--- src/zrle_pkg.sv ---
// Shared types and constants for the zero run-length encoder.
package zrle_pkg;

    // Width of a data word and of the zero run counter
    localparam int WORD_BITS = 32;

    // All-ones run count: a run that reaches it is closed at once
    localparam logic [WORD_BITS-1:0] COUNT_MAX = {WORD_BITS{1'b1}};

    // Zero marker that opens a run
    localparam logic [31:0] ZERO_MARKER = 32'd0;

    // Output queue depth and count width
    localparam int QUEUE_DEPTH = 2;
    localparam int QCOUNT_BITS = $clog2(QUEUE_DEPTH + 1);

    typedef struct packed {
        logic [31:0] data_word;
        logic        is_final;
    } zrle_in_t;

    typedef struct packed {
        logic [31:0] code_word;
        logic        end_of_run;
        logic        end_of_vector;
    } zrle_out_t;

    // Words produced by one input word: how many, and the words in order
    typedef struct packed {
        logic [QCOUNT_BITS-1:0] count;
        zrle_out_t              first;
        zrle_out_t              second;
    } zrle_push_t;

endpackage

--- src/zrle_encode.sv ---
// Encoder step: run state and the words produced by one input word.
module zrle_encode
    import zrle_pkg::*;
(
    input  logic       clk,
    input  logic       rst_n,
    input  zrle_in_t   item,
    input  logic       take,
    output zrle_push_t push
);

    logic                 run_reg;
    logic                 run_next;
    logic [WORD_BITS-1:0] count_reg;
    logic [WORD_BITS-1:0] count_next;

    logic [WORD_BITS-1:0] word;
    logic [WORD_BITS-1:0] count_inc;
    logic                 nonzero;

    assign word      = item.data_word[WORD_BITS-1:0];
    assign nonzero   = (word != '0);
    assign count_inc = count_reg + WORD_BITS'(1);

    // Decide the emitted words and the next run state
    always_comb
    begin
        push       = '0;
        run_next   = run_reg;
        count_next = count_reg;
        if (!run_reg)
        begin
            if (nonzero)
            begin
                push.count  = QCOUNT_BITS'(1);
                push.first  = '{32'(word), 1'b1, item.is_final};
            end
            else if (item.is_final)
            begin
                // Lone zero at the end: marker, then a count of one
                push.count  = QCOUNT_BITS'(2);
                push.first  = '{ZERO_MARKER, 1'b0, 1'b0};
                push.second = '{32'd1, 1'b1, 1'b1};
            end
            else
            begin
                // Open a run
                push.count  = QCOUNT_BITS'(1);
                push.first  = '{ZERO_MARKER, 1'b1, 1'b0};
                run_next    = 1'b1;
                count_next  = WORD_BITS'(1);
            end
        end
        else
        begin
            if (nonzero)
            begin
                // Close the run: count, then the literal
                push.count  = QCOUNT_BITS'(2);
                push.first  = '{32'(count_reg), 1'b0, 1'b0};
                push.second = '{32'(word), 1'b1, item.is_final};
                run_next    = 1'b0;
                count_next  = '0;
            end
            else if (item.is_final || count_inc == COUNT_MAX)
            begin
                // Close the run on the last word or on a full counter
                push.count  = QCOUNT_BITS'(1);
                push.first  = '{32'(count_inc), 1'b1, item.is_final};
                run_next    = 1'b0;
                count_next  = '0;
            end
            else
            begin
                count_next  = count_inc;
            end
        end
        // Start the next vector from a clean state
        if (item.is_final)
        begin
            run_next   = 1'b0;
            count_next = '0;
        end
    end

    // Advance run state on each taken word
    always_ff @(posedge clk or negedge rst_n)
    begin
        if (!rst_n)
        begin
            run_reg   <= 1'b0;
            count_reg <= '0;
        end
        else if (take)
        begin
            run_reg   <= run_next;
            count_reg <= count_next;
        end
    end

endmodule

--- src/zero_run_length_encoder_top.sv ---
// Top level of the zero run-length encoder: input register, encoder, output queue.
// An accepted word is held in an input register and encoded once the output queue
// has room for its results. Its results are written into a two-entry output queue
// whose head drives out_data, so the first result passes through the input register
// and the queue before it can leave. Some words produce at most one result: a nonzero
// word outside a run, and a zero that opens, extends or closes a run. A new such word
// is accepted every cycle while out_ready stays high. Other words produce two results:
// a nonzero word that ends a run gives a count and then the literal, and a lone zero
// as the last element gives a marker and then a count of one. The two results leave
// one after the other through the single output port, and the next word can be taken
// while the second waits. A zero that extends an open run produces no output word.
module zero_run_length_encoder_top
    import zrle_pkg::*;
(
    input  logic      clk,
    input  logic      rst_n,
    input  logic      in_valid,
    output logic      in_ready,
    input  zrle_in_t  in_data,
    output logic      out_valid,
    input  logic      out_ready,
    output zrle_out_t out_data
);

    logic                   hold_valid_reg;
    zrle_in_t               hold_item_reg;
    zrle_out_t              slot0_reg;
    zrle_out_t              slot1_reg;
    zrle_out_t              slot0_next;
    zrle_out_t              slot1_next;
    logic [QCOUNT_BITS-1:0] qcount_reg;
    logic [QCOUNT_BITS-1:0] qcount_next;
    logic [QCOUNT_BITS-1:0] remain;
    logic                   pop;
    logic                   take;
    zrle_push_t             push;

    zrle_encode u_encode (
        .clk   (clk),
        .rst_n (rst_n),
        .item  (hold_item_reg),
        .take  (take),
        .push  (push)
    );

    // Queue words left once the head word leaves this cycle
    assign pop       = out_valid && out_ready;
    assign remain    = qcount_reg - QCOUNT_BITS'(pop);
    assign take      = hold_valid_reg &&
                       (({1'b0, remain} + {1'b0, push.count}) <=
                        (QCOUNT_BITS+1)'(QUEUE_DEPTH));
    assign in_ready  = !hold_valid_reg || take;
    assign out_valid = (qcount_reg != '0);
    assign out_data  = slot0_reg;

    // Hold the accepted word until the encoder takes it
    always_ff @(posedge clk or negedge rst_n)
    begin
        if (!rst_n)
        begin
            hold_valid_reg <= 1'b0;
        end
        else if (in_ready)
        begin
            hold_valid_reg <= in_valid;
        end
    end

    always_ff @(posedge clk)
    begin
        if (in_ready && in_valid)
        begin
            hold_item_reg <= in_data;
        end
    end

    // Shift out the head, then append the new words behind what remains
    always_comb
    begin
        zrle_out_t rest;
        rest        = pop ? slot1_reg : slot0_reg;
        slot0_next  = rest;
        slot1_next  = slot1_reg;
        qcount_next = remain;
        if (take)
        begin
            qcount_next = remain + push.count;
            if (remain == '0)
            begin
                slot0_next = push.first;
                slot1_next = push.second;
            end
            else if (remain == QCOUNT_BITS'(1))
            begin
                slot1_next = push.first;
            end
        end
    end

    always_ff @(posedge clk or negedge rst_n)
    begin
        if (!rst_n)
        begin
            qcount_reg <= '0;
        end
        else
        begin
            qcount_reg <= qcount_next;
        end
    end

    always_ff @(posedge clk)
    begin
        slot0_reg <= slot0_next;
        slot1_reg <= slot1_next;
    end

    // Queue never holds more words than it has slots
    assert property (@(posedge clk) disable iff (!rst_n)
        qcount_reg <= QCOUNT_BITS'(QUEUE_DEPTH))
    else $error("output queue overflow");

    // A two-word push only lands in a queue that is empty after the pop
    assert property (@(posedge clk) disable iff (!rst_n)
        (take && push.count == QCOUNT_BITS'(2)) |-> (remain == '0))
    else $error("two-word push into occupied queue");

    // A waiting word that is not taken keeps the input closed
    assert property (@(posedge clk) disable iff (!rst_n)
        (hold_valid_reg && !take) |-> !in_ready)
    else $error("input accepted over a held word");

    // The first word of a two-word push never ends its input's results
    assert property (@(posedge clk) disable iff (!rst_n)
        (take && push.count == QCOUNT_BITS'(2)) |-> !push.first.end_of_run)
    else $error("end of run set on first of two words");

endmodule

--- config.mk ---
export PLATFORM = sky130hd
export DESIGN_NAME = zero_run_length_encoder_top
export DESIGN_NICKNAME = d
export VERILOG_FILES = /design/src/zrle_pkg.sv /design/src/zrle_encode.sv /design/src/zero_run_length_encoder_top.sv
export SDC_FILE = /design/constraint.sdc
export NUM_CORES = 1
export LEC_CHECK = 0
export BUFFER_PORTS_ARGS = -buffer_cell sky130_fd_sc_hd__buf_4
export CAP_MARGIN = 10
export CORE_AREA = 2 2 161 163
export DETAILED_ROUTE_END_ITERATION = 10
export DIE_AREA = 0 0 163 165
export GPL_ROUTABILITY_DRIVEN = 0
export PLACE_DENSITY = 0.47
export SYNTH_ARGS = -nofsm -noshare
export SYNTH_HDL_FRONTEND = slang
export SYNTH_SLANG_ARGS = --single-unit
--- constraint.sdc ---
create_clock -name clk -period 7.4 [get_ports clk]
set_input_delay 0 -clock clk [delete_from_list [all_inputs] [get_ports clk]]
set_output_delay 0 -clock clk [all_outputs]
set_load 0.02 [all_outputs]
Word-level counts from Yosys, hierarchy flattened

Cells that the tools add are included.

Register bits after elaboration: 137
Output and inout port bits: 36

$add $sub $neg: 4
Order comparisons: 1
Eq/ne operators: 3
Mux-type cells: 24
Reductions and logical operators: 12

Operator list:

| kind                    | count |
|---|---|
| $mux W34                | 7 |
| $mux W32                | 5 |
| $mux W36                | 3 |
| $mux W70                | 1 |
| $mux W35                | 1 |
| $add A32 B1 Y32 const B | 1 |
| $eq A32 B32 Y1 const B  | 1 |
| $reduce_bool A32 Y1     | 1 |
| $mux W1                 | 5 |
| $reduce_and A2 Y1       | 2 |
| $reduce_bool A2 Y1      | 2 |
| $add A2 B2 Y3           | 1 |
| $le A3 B2 Y1 const B    | 1 |
| $logic_and A1 B1 Y1     | 3 |
| $mux W3                 | 1 |
| $ne A3 B2 Y1 const B    | 1 |
| $add A2 B2 Y2           | 1 |
| $eq A2 B1 Y1 const B    | 1 |
| $logic_not A2 Y1        | 1 |
| $logic_or A1 B1 Y1      | 2 |
| $mux W2                 | 1 |
| $sub A2 B1 Y2           | 1 |
| $logic_not A1 Y1        | 1 |

Longest topological paths before layout

Word-level depth: 11
Gate-level depth with buffers: 21
Mapped depth without buffers: 18

Modules after synthesis

Synthesis repeated with hierarchy kept, for this count alone.

Cells, all modules: 832
Area, all modules: 7604.8 sq um

By module, submodules not included:

| module                      | times used | cells an instance | area each (sq um) |
|---|---|---|---|
| zero_run_length_encoder_top | 1          | 356               | 4129.0 |
| zrle_encode                 | 1          | 476               | 3475.8 |

Worst setup path after synthesis

No wires, ideal clock.

Kind: reg2reg
Start: register u_encode.count_reg[1]
End: register slot1_reg[0] in the netlist's numbering, enable pin
Library setup time: 425 ps
Data arrival time: 5175 ps
Required time: 6975 ps
Path slack: 1800 ps
Cell stages (with the launch flop): 18
Path buffers: 4
Path through: dfrtp_1 ha_1 clkbuf_2 nand3_2 or4_1 nor4_1 o22ai_1 a211oi_2 and3_1 buf_6 buf_6 o31a_1 ha_1 inv_1 fa_1 o211ai_1 clkbuf_1 nor2_1

Cells in the longest elaborated chain, start to end: 10

Ends and longest elaborated chain:

| what                        | line                               | source |
|---|---|---|
| start: declaration          | zrle_encode.sv:14                  | `logic [WORD_BITS-1:0] count_reg;` |
| start signal: assignment    | zrle_encode.sv:97                  | `count_reg <= count_next;` |
| $add A32 B1 Y32             | zrle_encode.sv:23                  | `assign count_inc = count_reg + WORD_BITS'(1);` |
| $eq A32 B32 Y1              | zrle_encode.sv:65                  | `else if (item.is_final \|\| count_inc == COUNT_MAX)` |
| $logic_or A1 B1 Y1          | zrle_encode.sv:65                  |  |
| $mux W35                    | zrle_encode.sv:65                  |  |
| $mux W36                    | zrle_encode.sv:56                  | `if (nonzero)` |
| $mux W70                    | zrle_encode.sv:31                  | `if (!run_reg)` |
| $add A2 B2 Y3               | zero_run_length_encoder_top.sv:50  | `(({1'b0, remain} + {1'b0, push.count}) <=` |
| $le A3 B2 Y1                | zero_run_length_encoder_top.sv:50  |  |
| $logic_and A1 B1 Y1         | zero_run_length_encoder_top.sv:49  | `assign take = hold_valid_reg &&` |
| $reduce_and A2 Y1 (no line) | n/a                                |  |
| end signal: assignment      | zero_run_length_encoder_top.sv:115 | `slot1_reg <= slot1_next;` |
| end: declaration            | zero_run_length_encoder_top.sv:28  | `zrle_out_t slot1_reg;` |

Every way passes these cells.
A chain may end at the register's enable or synchronous reset.

Worst setup path after layout

Start: register u_encode.count_reg[1]
End: register u_encode.count_reg[31]

Cells in the longest elaborated chain, start to end: 10
Elaborated cells on any way between the ends: 14
Classes of those cells: 2 x add/sub; 1 x order compare; 1 x eq/ne; 7 x mux; 3 x reduce/logical

Ends and longest elaborated chain:

| what                        | line |
|---|---|
| $add A32 B1 Y32 *           | zrle_encode.sv:23 |
| $eq A32 B32 Y1              | zrle_encode.sv:65 |
| $logic_or A1 B1 Y1          | zrle_encode.sv:65 |
| $mux W35                    | zrle_encode.sv:65 |
| $mux W36                    | zrle_encode.sv:56 |
| $mux W70                    | zrle_encode.sv:31 |
| $add A2 B2 Y3               | zero_run_length_encoder_top.sv:50 |
| $le A3 B2 Y1                | zero_run_length_encoder_top.sv:50 |
| $logic_and A1 B1 Y1         | zero_run_length_encoder_top.sv:49 |
| $reduce_and A2 Y1 (no line) | n/a |

Every way passes the cells marked *; elsewhere a longest branch is shown, timed or not.

==> impl_metrics.json <==
{
  "remaining_drc_errors": 0,
  "max_freq_mhz": 159,
  "post_route_design_area_um2": 9200,
  "floorplan.die_area_um2": 26900,
  "setup_viol": 0,
  "grt_max_degree": 46,
  "finalPower_uw": 3640,
  "skew_ns": 0.0129,
  "area_growth_pct": 23.3,
  "cts_htree_levels": 4,
  "peakVddDrop_uv": 277,
  "yosysSeqAreaShare_pct": 48.1,
  "grt_antenna_before_repair": 0,
  "drtAntennaViolNets": 0,
  "worst-path-buf-inv": 1,
  "chipHeight_um": 165,
  "synth_cell_type_count": 68,
  "timing.critical_path.fanout_max": 16,
  "ys.flop_type": "edfxtp_1",
  "critPathCaptureType": "flip-flop",
  "maxSlewHeadroom_pct": 24.4,
  "final_layout_size_suffix_gt1_share_pct": 16.9,
  "dr.pass1.iters": 6,
  "timing.critical_path.depth": 16,
  "die_w_um": 163,
  "first_global_vias": 6354,
  "min_period_over_period_pct": 84.7,
  "post_layout_net_count": 887,
  "clk_transition_reported_paths_ns": 0.07,
  "synth_area_leaders": "edfxtp_1 (27%), dfrtp_1 (12%), dfxtp_1 (9.1%)",
  "synth_nets": 808,
  "critical_path_type": "flip-flop to flip-flop",
  "rr_worst_depth": 16,
  "synth_enable_flop_cells": 67,
  "fin_crit_ns": 6.27,
  "mappedNetlistArea_um2": 7460,
  "worst-endpoint-arrival_ns": 6.55,
  "timing.critical_path.cells": "ha_1, nand3_2, nor4_1, nand4_1, xor2_1, nor4_1, and3_1, o31a_1, ha_1, inv_1, fa_1, o211ai_1, nor2_1, nand2_1, or2_1, o22ai_1",
  "cts_root_buffer": "clkbuf_16",
  "place_area_um2": 8270,
  "timing.critical_path.from_type": "flip-flop",
  "rsz0062_at_grt": "no",
  "timing.critical_path.max_delay_family": "simple AND/OR/NAND/NOR gates",
  "fin_tns_setup_ns": 0,
  "cpPeakStageDelay_ns": 0.90,
  "tritoncts_num_sinks": 137,
  "slew_viol_final": 0,
  "overflow": 0,
  "floorplan.initialDensity_pct": 29.8,
  "area_share_of_the_leading_cell_type_in_the_synthesized_netlist_pct": 27.0,
  "initialDrtViolationCount": 569,
  "clockBufferDepth": 2,
  "track_usage_pct": 19.2,
  "synth.largest_area_cell": "edfxtp_1",
  "post-cts-setup-buffer-count": 0,
  "syn-instance-count": 766,
  "grt_first_pass_wirelength_um": 38600,
  "status": "complete, no violations",
  "tritoncts_clock_tree": "built",
  "routed_wl_um": 25100,
  "floorplan.rows": 58,
  "total_power_density_per_cell_area_nw_per_um2": 396,
  "finalHoldViolCount": 0,
  "total_leakage_power_uw": 0.00350,
  "timing.max_cap.violations": 0,
  "hp-class": "primary input to asynchronous set/reset pin",
  "synth_seq_cells": 137,
  "diodes": 0,
  "avgViaCountPerCell": 5.45,
  "boundaryPins": 73,
  "async_set_reset_flop_share_out_of_synthesis_pct": 26.3,
  "detailed_place_hpwl_um": 17300,
  "buffer_ports.inserted": 72,
  "cts_buffers": 17,
  "route.vias.total": 6480,
  "worstSkewPairLatency_ns": 0.43,
  "synth_area_per_cell_um2": 9.74,
  "avgRoutedWirePerCell_um": 21.2,
  "timing.critical_path.required_ns": 7.68,
  "fp.coreArea_um2": 25000,
  "synthesis.yosys.warnings": 0,
  "timing_worst_slew_pin_value_ns": 1.13,
  "crit_slowest_cell": "o211ai_1"
}
## power by group
group          total, µW  switching (µW)  internal, µW
clock                856             381           475
sequential          1360             171          1190
combinational       1420             865           555
## area by class of cell
class,count,area (µm²)
Fill cell,2527,15800
Clock inverter,15,158
Clock buffer,17,425
Multi-Input combinational cell,547,3530
Sequential cell,137,3590
Inverter,20,75.1
Timing Repair Buffer,122,1000
Tap cell,330,413
## worst paths after layout
check                                             startpoint                                  to  slack (ns)
min                                                    rst_n  u_encode.count_reg[22]$_DFFE_PN0P_         0.1
max reg2reg                u_encode.count_reg[1]$_DFFE_PN0P_  u_encode.count_reg[31]$_DFFE_PN0P_        1.13
max                        u_encode.count_reg[1]$_DFFE_PN0P_  u_encode.count_reg[31]$_DFFE_PN0P_        1.13
min in group clk                                 in_data[25]         hold_item_reg[25]$_DFFE_PP_        0.28
max in group asynchronous                              rst_n        u_encode.run_reg$_DFFE_PN0P_        6.91
min reg2reg                          slot1_reg[33]$_DFFE_PP_                out_data[33]$_DFF_P_        0.55
## cells in the mapped netlist, drive strengths merged (20+ instances only)
| cell | count |
|---|---|
| a21oi | 23 |
| buf | 20 |
| clkbuf | 42 |
| dfrtp | 36 |
| dfxtp | 34 |
| edfxtp | 67 |
| mux2i | 36 |
| nand2 | 69 |
| nand3 | 21 |
| nor2 | 69 |
| nor3 | 28 |
| o21ai | 54 |
| o31ai | 26 |
## repair_timing
action,CTS,global route
hold buffers,35,0
endpoints found under the hold margin,70,0
resized for setup,0,0
## cell families after synthesis
kind of cell	share of synthesized area [%]
buf+inv	4.81
compound gates	18.5
flops	48.1
fa+ha+maj	0.939
xor+xnor	3.52
simple gates	18.5
mux	5.58
## per-layer routing
layer | GRT usage (%) | share of wire [%]
met4 | 8.00 | 3.0
met3 | 3.11 | 4.9
met2 | 30.7 | 47
met1 | 25.9 | 45
met5 | 0 | 0
## stage by stage
step / utilization [%] / setup slack, ns / cells / hold slack [ns]
after CTS: 36.8 / 1.23 / 1188 / 0.121
after global placement: 33.0 / 1.30 / 1121 / 0.0209
after detailed placement: 33.0 / 1.25 / 1121 / 0.0227
after floorplan: - / 1.80 / 766 / -0.296
final: 36.8 / 1.13 / 1188 / 0.0987
after global routing: 36.8 / 0.532 / 1188 / 0.137
## placed cells by master, fill, tap and decap left out, types with 16 or more instances in the layout
master         count
dfrtp_1           36
nor4_1            18
clkbuf_16         17
dlygate4sd3_1     35
nand3_1           19
a21oi_1           23
buf_4             87
nor2_1            64
mux2i_1           36
dfxtp_1           34
xnor2_1           17
nor3_1            26
inv_1             19
o21ai_0           47
nand4_1           16
o31ai_1           26
nand2_1           69
a22o_1            19
edfxtp_1          67
No activity file was read; power rests on OpenSTA's default activity.
